===== src/rtl/sfr_pkg.sv =====
package sfr_pkg;

    // Window capacity in bytes; the pattern is compared over at most this many
    localparam int WIN_BYTES = 8;
    localparam int WIN_BITS  = 8 * WIN_BYTES;

    // Configuration register indexes
    typedef enum logic [1:0] {
        CFG_PATTERN_BYTES      = 2'd0,
        CFG_PATTERN_LENGTH     = 2'd1,
        CFG_REPLACEMENT_BYTES  = 2'd2,
        CFG_REPLACEMENT_LENGTH = 2'd3
    } t_cfg_idx;

    // Input word
    typedef struct packed {
        logic [7:0] in_byte;
        logic       in_last;
    } t_in_word;

    // Output word
    typedef struct packed {
        logic [7:0] out_byte;
        logic       byte_valid;
        logic       out_last;
    } t_out_word;

    // Burst of results caused by one input word
    typedef struct packed {
        logic [WIN_BITS-1:0] bytes;   // first word in bits 7:0
        logic [2:0]          left;    // words in burst minus one
        logic                marker;  // end marker only, no character
        logic                last;    // final word of burst closes the text
    } t_burst;

    // Mask covering the lowest n bytes of a window
    function automatic logic [WIN_BITS-1:0] byte_mask(input logic [3:0] n);
        logic [WIN_BITS-1:0] m;
        m = '0;
        for (int i = 0; i < WIN_BYTES; i++) begin
            m[8*i +: 8] = (4'(i) < n) ? 8'hFF : 8'h00;
        end
        return m;
    endfunction

endpackage


===== src/rtl/sfr_window.sv =====
module sfr_window #(
    parameter int MAX_PATTERN = 8
) (
    input  logic                  i_clk,
    input  logic                  i_rst_n,
    input  logic                  i_cfg_we,
    input  sfr_pkg::t_cfg_idx     i_cfg_idx,
    input  logic [63:0]           i_cfg_data,
    input  logic                  i_take,
    input  sfr_pkg::t_in_word     i_word,
    output logic                  o_load,
    output sfr_pkg::t_burst       o_burst
);
    import sfr_pkg::*;

    localparam int CAP_INT = (MAX_PATTERN > WIN_BYTES) ? WIN_BYTES :
                             ((MAX_PATTERN < 1) ? 1 : MAX_PATTERN);
    localparam logic [3:0] CAP = 4'(CAP_INT);

    logic [WIN_BITS-1:0] r_pat, r_repl, r_win, n_win;
    logic [3:0]          r_plen, r_rlen, r_cnt, n_cnt;

    logic [WIN_BITS-1:0] kept, ins, plen_mask;
    logic [3:0]          cnt_kept, cnt_ins, n_emit, drop;
    logic                full, hit;

    // Window update and burst build for the incoming word
    always_comb begin
        // drop oldest bytes if the count is not below the pattern length
        drop     = r_cnt - r_plen + 4'd1;
        kept     = r_win;
        cnt_kept = r_cnt;
        if (r_cnt >= r_plen) begin
            kept     = r_win >> {drop, 3'b000};
            cnt_kept = r_plen - 4'd1;
        end

        ins       = (kept & byte_mask(cnt_kept)) |
                    ({{(WIN_BITS-8){1'b0}}, i_word.in_byte} << {cnt_kept, 3'b000});
        cnt_ins   = cnt_kept + 4'd1;
        full      = (cnt_ins == r_plen);
        plen_mask = byte_mask(r_plen);
        hit       = full && ((ins & plen_mask) == (r_pat & plen_mask));

        o_burst.bytes = ins;
        if (hit) begin
            o_burst.bytes = r_repl;
            n_emit        = r_rlen;
            n_win         = '0;
            n_cnt         = 4'd0;
        end else if (full) begin
            // oldest byte goes out; on the last word the whole window does
            n_emit = i_word.in_last ? r_plen : 4'd1;
            n_win  = ins >> 8;
            n_cnt  = cnt_ins - 4'd1;
        end else begin
            n_emit = i_word.in_last ? cnt_ins : 4'd0;
            n_win  = ins;
            n_cnt  = cnt_ins;
        end

        // end of text leaves the window empty
        if (i_word.in_last) begin
            n_win = '0;
            n_cnt = 4'd0;
        end

        o_burst.marker = (n_emit == 4'd0);
        o_burst.left   = (n_emit == 4'd0) ? 3'd0 : 3'(n_emit - 4'd1);
        o_burst.last   = i_word.in_last;
        o_load         = i_take && ((n_emit != 4'd0) || i_word.in_last);
    end

    // Configuration registers
    always_ff @(posedge i_clk) begin
        if (!i_rst_n) begin
            r_pat  <= '0;
            r_plen <= 4'd1;
            r_repl <= '0;
            r_rlen <= 4'd0;
        end else if (i_cfg_we) begin
            case (i_cfg_idx)
                CFG_PATTERN_BYTES: begin
                    r_pat <= i_cfg_data[WIN_BITS-1:0];
                end
                CFG_PATTERN_LENGTH: begin
                    if (i_cfg_data[3:0] == 4'd0) begin
                        r_plen <= 4'd1;
                    end else if (i_cfg_data[3:0] > CAP) begin
                        r_plen <= CAP;
                    end else begin
                        r_plen <= i_cfg_data[3:0];
                    end
                end
                CFG_REPLACEMENT_BYTES: begin
                    r_repl <= i_cfg_data[WIN_BITS-1:0];
                end
                CFG_REPLACEMENT_LENGTH: begin
                    r_rlen <= (i_cfg_data[3:0] > 4'd8) ? 4'd8 : i_cfg_data[3:0];
                end
                default: begin
                    r_rlen <= r_rlen;
                end
            endcase
        end
    end

    // Pending window; a new pattern length discards it
    always_ff @(posedge i_clk) begin
        if (!i_rst_n) begin
            r_win <= '0;
            r_cnt <= 4'd0;
        end else if (i_cfg_we && (i_cfg_idx == CFG_PATTERN_LENGTH)) begin
            r_win <= '0;
            r_cnt <= 4'd0;
        end else if (i_take) begin
            r_win <= n_win;
            r_cnt <= n_cnt;
        end
    end

    a_cnt_below_plen: assert property (@(posedge i_clk) disable iff (!i_rst_n)
        r_cnt < r_plen)
        else $error("window count reached pattern length");

    a_plen_range: assert property (@(posedge i_clk) disable iff (!i_rst_n)
        (r_plen >= 4'd1) && (r_plen <= CAP))
        else $error("pattern length out of range");

endmodule


===== src/rtl/sfr_emit.sv =====
module sfr_emit (
    input  logic                  i_clk,
    input  logic                  i_rst_n,
    input  logic                  i_load,
    input  sfr_pkg::t_burst       i_burst,
    output logic                  o_space,
    output logic                  o_valid,
    input  logic                  i_ready,
    output sfr_pkg::t_out_word    o_data
);
    import sfr_pkg::*;

    logic                r_busy, n_busy;
    logic [WIN_BITS-1:0] r_bytes, n_bytes;
    logic [2:0]          r_left, n_left;
    logic                r_marker, n_marker;
    logic                r_last, n_last;
    logic                final_word;

    // Room for a new burst when idle or once the current one hands over its final word
    assign final_word = (r_left == 3'd0);
    assign o_space    = !r_busy || (i_ready && final_word);

    // Burst register: shift one word out per accepted output
    always_comb begin
        n_busy   = r_busy;
        n_bytes  = r_bytes;
        n_left   = r_left;
        n_marker = r_marker;
        n_last   = r_last;
        if (i_load) begin
            n_busy   = 1'b1;
            n_bytes  = i_burst.bytes;
            n_left   = i_burst.left;
            n_marker = i_burst.marker;
            n_last   = i_burst.last;
        end else if (r_busy && i_ready) begin
            if (final_word) begin
                n_busy = 1'b0;
            end else begin
                n_bytes = r_bytes >> 8;
                n_left  = r_left - 3'd1;
            end
        end
    end

    always_ff @(posedge i_clk) begin
        if (!i_rst_n) begin
            r_busy <= 1'b0;
            r_left <= 3'd0;
        end else begin
            r_busy <= n_busy;
            r_left <= n_left;
        end
    end

    always_ff @(posedge i_clk) begin
        r_bytes  <= n_bytes;
        r_marker <= n_marker;
        r_last   <= n_last;
    end

    // Output word
    assign o_valid             = r_busy;
    assign o_data.out_byte     = r_marker ? 8'h00 : r_bytes[7:0];
    assign o_data.byte_valid   = !r_marker;
    assign o_data.out_last     = r_last && final_word;

    a_marker_is_last: assert property (@(posedge i_clk) disable iff (!i_rst_n)
        o_valid && !o_data.byte_valid |-> o_data.out_last && final_word)
        else $error("end marker not closing a text");

    a_no_load_mid_burst: assert property (@(posedge i_clk) disable iff (!i_rst_n)
        r_busy && !final_word |-> !i_load)
        else $error("burst overwritten before drained");

    a_drain_goes_idle: assert property (@(posedge i_clk) disable iff (!i_rst_n)
        r_busy && i_ready && final_word && !i_load |=> !o_valid)
        else $error("output still valid after final word");

endmodule


===== src/rtl/stream_find_and_replace_core.sv =====
// Streaming find and replace over a byte text.
//
// Input channel (i_valid / o_ready, payload i_data): one character per word,
// in_last set on the final character of a text. Output channel (o_valid /
// i_ready, payload o_data): rewritten characters, out_last on the final word
// of a text; a word with byte_valid low is an end marker with no character.
// Configuration: i_cfg_we writes i_cfg_data to register i_cfg_idx
// (pattern bytes, pattern length, replacement bytes, replacement length);
// write only while idle. A pattern length write empties the pending window.
//
// A word that completes a result appears on the output in the cycle after
// it is accepted. Throughput: one input word per cycle while each word
// yields at most one output word. A match emits replacement_length words and
// the final word of a text emits the whole pending tail (up to 8 words); the
// burst register drains one word per cycle while i_ready is high and holds
// o_ready low until its last word is taken. When the receiver stalls, the
// burst register holds and input stops once it is full. Reset empties the
// window and burst register and loads defaults (pattern length 1, rest zero).
module stream_find_and_replace_core #(
    parameter int MAX_PATTERN = 8
) (
    input  logic                  i_clk,
    input  logic                  i_rst_n,
    input  logic                  i_cfg_we,
    input  sfr_pkg::t_cfg_idx     i_cfg_idx,
    input  logic [63:0]           i_cfg_data,
    input  logic                  i_valid,
    output logic                  o_ready,
    input  sfr_pkg::t_in_word     i_data,
    output logic                  o_valid,
    input  logic                  i_ready,
    output sfr_pkg::t_out_word    o_data
);
    import sfr_pkg::*;

    logic   space, take, load;
    t_burst burst;

    assign o_ready = space;
    assign take    = i_valid && space;

    sfr_window #(
        .MAX_PATTERN (MAX_PATTERN)
    ) u_window (
        .i_clk      (i_clk),
        .i_rst_n    (i_rst_n),
        .i_cfg_we   (i_cfg_we),
        .i_cfg_idx  (i_cfg_idx),
        .i_cfg_data (i_cfg_data),
        .i_take     (take),
        .i_word     (i_data),
        .o_load     (load),
        .o_burst    (burst)
    );

    sfr_emit u_emit (
        .i_clk   (i_clk),
        .i_rst_n (i_rst_n),
        .i_load  (load),
        .i_burst (burst),
        .o_space (space),
        .o_valid (o_valid),
        .i_ready (i_ready),
        .o_data  (o_data)
    );

endmodule

===== config.mk =====
export PLATFORM = sky130hd
export DESIGN_NAME = stream_find_and_replace_core
export DESIGN_NICKNAME = d
export VERILOG_FILES = /design/src/rtl/sfr_pkg.sv /design/src/rtl/sfr_window.sv /design/src/rtl/sfr_emit.sv /design/src/rtl/stream_find_and_replace_core.sv
export SDC_FILE = /design/constraint.sdc
export NUM_CORES = 1
export LEC_CHECK = 0
export ABC_AREA = 1
export BUFFER_PORTS_ARGS = -buffer_cell sky130_fd_sc_hd__buf_2
export CORE_MARGIN = 5
export CORE_UTILIZATION = 40
export CTS_CLUSTER_SIZE = 10
export DETAILED_ROUTE_END_ITERATION = 10
export PLACE_DENSITY = 0.64
export SYNTH_ARGS = -nofsm -noshare
export SYNTH_HDL_FRONTEND = slang
export SYNTH_SLANG_ARGS = --single-unit

===== constraint.sdc =====
create_clock -name i_clk -period 8.35 [get_ports i_clk]
set_input_delay 0.835 -clock i_clk [delete_from_list [all_inputs] [get_ports i_clk]]
set_output_delay 0.835 -clock i_clk [all_outputs]
set_load 0.01 [all_outputs]

==> metrics.md <==
| Metric | Value |
|---|---|
| Outcome | finished, final reports clean |
| Syn Nets | 2,702 |
| Post-synthesis compound-gate area fraction | 0.183 |
| Antenna fix cells | 0 |
| Top delay family on crit path | simple AND/OR/NAND/NOR gates |
| Final critical delay including setup and external delays | 7.06 ns |
| DRC errors left | 0 |
| Max-Cap Viols | 0 |
| Clock root buffer master | sky130_fd_sc_hd__clkbuf_16 |
| Worst vdd ir | 0.191 mV |
| First-pass GRT wire length | between 100,000 and 150,000 µm |
| Switching Share | 0.477 |
| YS warnings | 0 |
| Number of register bits inferred by synthesis | about 270 |
| Required arrival time at the worst endpoint | 8.54 ns |
| Top FF cell, synth | sky130_fd_sc_hd__dfxtp_1 |
| Clock sink total | about 270 |
| Clock share of power | 0.237 |
| Number of hold violations in the final report | 0 |
| Largest family of logic cells by synthesized area | simple AND/OR/NAND/NOR gates |
| Fraction of synthesized cell area in xor and xnor cells | 0.00417 |
| Total power divided by cell area | ~340 nW/µm² |
| Final net count | roughly 2,700 |
| H-tree level count | 2 |
| Synthesized netlist cell count | 2,607 |
| Fraction of layout instances using a drive strength above 1 | 0.0864 |
| Delay contributed by the slowest stage of the critical path | 0.92 ns |
| Area inside the core boundary | between 40,000 and 50,000 µm² |
| Maximum number of pins on one net before global-route repair | between 100 and 150 |
| Resized cells post-CTS | 0 |
| Number of fill cells in the layout | 4,434 |
| Type of origin of the critical path | register |
| Most frequent cell on the critical path | sky130_fd_sc_hd__nand2_1 |
| Worst Path Arrival | 7.25 ns |
| Maximum frequency from static timing analysis | roughly 140 MHz |
| P_sw | roughly 3 mW |
| Unique cell type count in the Yosys netlist | between 40 and 50 |
| Post-synthesis instance area | between 15,000 and 20,000 µm² |
| Highest-delay cell along the critical path | sky130_fd_sc_hd__dfxtp_1 |
| Detailed-route vias per instance | around 5.8 |
| Drt initial violations | 2,073 |
| Hold-fix buffers at CTS | 0 |
| Wire length per cell after detailed routing | roughly 22 µm |
| Clock transition at the registers of the reported paths | 0.06 ns |
| Full die area | between 40,000 and 50,000 µm² |
| Part of the total power dissipated in combinational logic | 0.477 |
| Average footprint of a synthesized cell | between 6 and 7 µm² |
| Via count of the first global-routing pass | about 17,000 |
| Wire length the detailed router placed on met1 | 28,100 µm |
| Type of the worst setup path | register to register |
| TritonCTS clock tree | yes |
| Number of buffers and inverters on the critical path | 4 |
| Number of enable flip-flop cells after synthesis | 66 |
| Top routing layer in use | met5 |
| Routability congestion estimate | ~1.0 |
| Worst hold path class | register to register |
| Vias | 18,200 |
| Fraction of power consumed by sequential logic | 0.286 |
| Number of antenna violations at the first check in global routing | 2 |
| Final period utilization | 0.845 |
| Post-route core utilization | 0.444 |
| Arithmetic-cell share of the synthesized area counting full adders, half adders and majority gates | 0.0121 |
| Transition time at the pin with the least slew margin | 1.15 ns |
| Overall routing resource usage | 0.286 |
| Met2 wirelength from detailed routing | a little over 30,000 µm |
| Port bufs | slightly above 90 |
| DIE WIDTH | between 200 and 250 µm |
| Number of buffers created by CTS | 35 |
| Post-route worst hold slack | around 0.47 ns |
| Simple logic cell fraction of the synthesized area | 0.351 |
| HPWL after detailed placement | around 50,000 µm |
| Count of buffers added by post-CTS timing repair for setup | 0 |
| Area of all sequential standard cells | ~6100 µm² |
| Met3 wire len | around 5700 µm |
| First drt pass iteration count | 6 |
| Row count | 75 |
| Worst-skew pair later-pin latency | roughly 0.54 ns |
| Footprint of the multi-input gates | ~9300 µm² |
| Remaining number of nets flagged by the antenna check after routing | 0 |
| Proportion of synthesized flip-flops having asynchronous set or reset | 0 |
| Unrepaired setup endpoints after global routing | no |
| Fraction of synthesized area in multiplexers | 0 |
| Setup-failing EPs final | 0 |
| Floorplan die height | roughly 210 µm |
| Worst-path maximum fanout | about 50 |
| Internal power | between 3 and 4 mW |
| Setup TNS | 0 ns |
| GRT overflow | 0 |
| CP Capture Type | register |
| Total Routed Length | between 60,000 and 70,000 µm |
| Boundary pin count | a little over 90 |
| Largest buffer count on any clock path | 3 |
| Sequential share of the synthesized area | 0.366 |
| Relative slew slack | 0.227 |
| P_leak | roughly 8.1 nW |
| Fin. max-slew vios | 0 |
| Starting density of the core | 0.402 |
| Area growth, synth to finish | 10.3% |
| Max Clock Skew | between 0.02 and 0.03 ns |
sequential cells by signal, summed over array words and instances (netlist names):
register         count
u_window.r_rlen      4
u_window.r_plen      4
u_window.r_cnt       4
u_emit.r_left        3
u_window.r_win      64
u_emit.o_valid       1
u_window.r_repl     64
u_emit.r_bytes      64
u_emit.r_marker      1
u_emit.r_last        1
u_window.r_pat      64
path summary, 6_finish.rpt:
| kind | start | to | slack [ns] | cells after the start |
|---|---|---|---|---|
| setup / recovery | u_window.r_plen[3]$_SDFFE_PN0P_ | u_emit.r_bytes[13]$_DFFE_PP_ | 1.29 | 28 |
| setup reg to reg | u_window.r_plen[3]$_SDFFE_PN0P_ | u_emit.r_bytes[13]$_DFFE_PP_ | 1.29 | 28 |
| hold reg to reg | u_window.r_win[43]$_SDFFE_PP0P_ | u_window.r_win[43]$_SDFFE_PP0P_ | 0.47 | 2 |
| hold / removal | u_window.r_win[43]$_SDFFE_PP0P_ | u_window.r_win[43]$_SDFFE_PP0P_ | 0.47 | 2 |
kinds of logic after synthesis:
| group | count (synthesis) |
|---|---|
| XOR/XNOR | 8 |
| AND/OR/NAND/NOR | 1403 |
| AO/OA/AOI/OAI | 567 |
| buffers and inverters | 340 |
| flip-flops | 274 |
| adder cells (fa/ha/maj) | 15 |
power groups by stage:
stage	Sequential (mW)	Combinational, mW	Clock [mW]
after detailed placement	1.83	2.93	0
after CTS	1.80	2.94	1.52
final	1.81	3.02	1.50
after global placement	1.82	2.94	0
after global routing	1.83	3.27	1.58
after floorplan	1.77	2.01	0
final cells by class:
| type | instances | area share |
|---|---|---|
| clock buffer | 57 | 0.0556 |
| clock inverter | 5 | 0.00486 |
| tap | 539 | 0.0364 |
| timing repair buffer | 115 | 0.0351 |
| sequential | 274 | 0.332 |
| multi-input combinational | 1993 | 0.502 |
| inverter | 172 | 0.0350 |
cells in the mapped netlist, drive strengths merged, types with 13 or more instances:
| master | count | area [µm²] |
|---|---|---|
| nand3 | 136 | 691 |
| o211ai | 77 | 588 |
| nand2 | 810 | 3120 |
| nand3b | 41 | 308 |
| ha | 13 | 163 |
| o21ai | 363 | 1830 |
| inv | 170 | 641 |
| nor2 | 345 | 1350 |
| dfxtp | 208 | 4160 |
| buf | 50 | 312 |
| a21oi | 116 | 581 |
| nand4 | 60 | 375 |
| edfxtp | 66 | 1980 |
| clkbuf | 118 | 444 |
worst reg2reg max path: cells and delay by family (launching register included):
kind / cells / cell delay (ns)
buffers and inverters: 4 / 1.21
flip-flops: 1 / 0.92
AND/OR/NAND/NOR: 23 / 4.16
adder cells (fa/ha/maj): 1 / 0.38
layout by cell type, fill, tap and decap left out, types with 11 or more instances in the layout:
cell type | netlist | layout
sky130_fd_sc_hd__buf_4 | 4 | 24
sky130_fd_sc_hd__inv_1 | 155 | 153
sky130_fd_sc_hd__nand3b_1 | 41 | 41
sky130_fd_sc_hd__clkbuf_1 | 117 | 16
sky130_fd_sc_hd__nor2_1 | 337 | 336
sky130_fd_sc_hd__inv_2 | 14 | 16
sky130_fd_sc_hd__ha_1 | 13 | 11
sky130_fd_sc_hd__buf_2 | 33 | 90
sky130_fd_sc_hd__o21ai_1 | 36 | 36
sky130_fd_sc_hd__nand2_1 | 789 | 785
sky130_fd_sc_hd__a21oi_1 | 116 | 116
sky130_fd_sc_hd__clkbuf_16 | 0 | 36
sky130_fd_sc_hd__nand2_2 | 16 | 18
sky130_fd_sc_hd__o21ai_0 | 326 | 326
sky130_fd_sc_hd__dfxtp_1 | 208 | 208
sky130_fd_sc_hd__edfxtp_1 | 66 | 66
sky130_fd_sc_hd__o211ai_1 | 75 | 75
sky130_fd_sc_hd__nand3_1 | 134 | 133
sky130_fd_sc_hd__nand4_1 | 60 | 60
stage by stage:
stage / power [mW] / worst slack (ns) / cells / area [µm²]
5_1_grt: 6.67 / 0.890 / 3155 / 18500
3_3_place_gp: 4.77 / 1.61 / 3093 / 17400
4_1_cts: 6.26 / 1.51 / 3155 / 18500
3_5_place_dp: 4.76 / 1.53 / 3093 / 17400
6_report: 6.33 / 1.29 / 3155 / 18500
2_1_floorplan: 3.78 / 2.77 / 2607 / 16800
layer usage:
metal  vias up  global-route usage
met4         2               0.152
met1      8492               0.375
met3       199              0.0460
met5         -                   0
li1       8588                   -
met2       921               0.455
No activity file was read; power rests on OpenSTA's default activity.
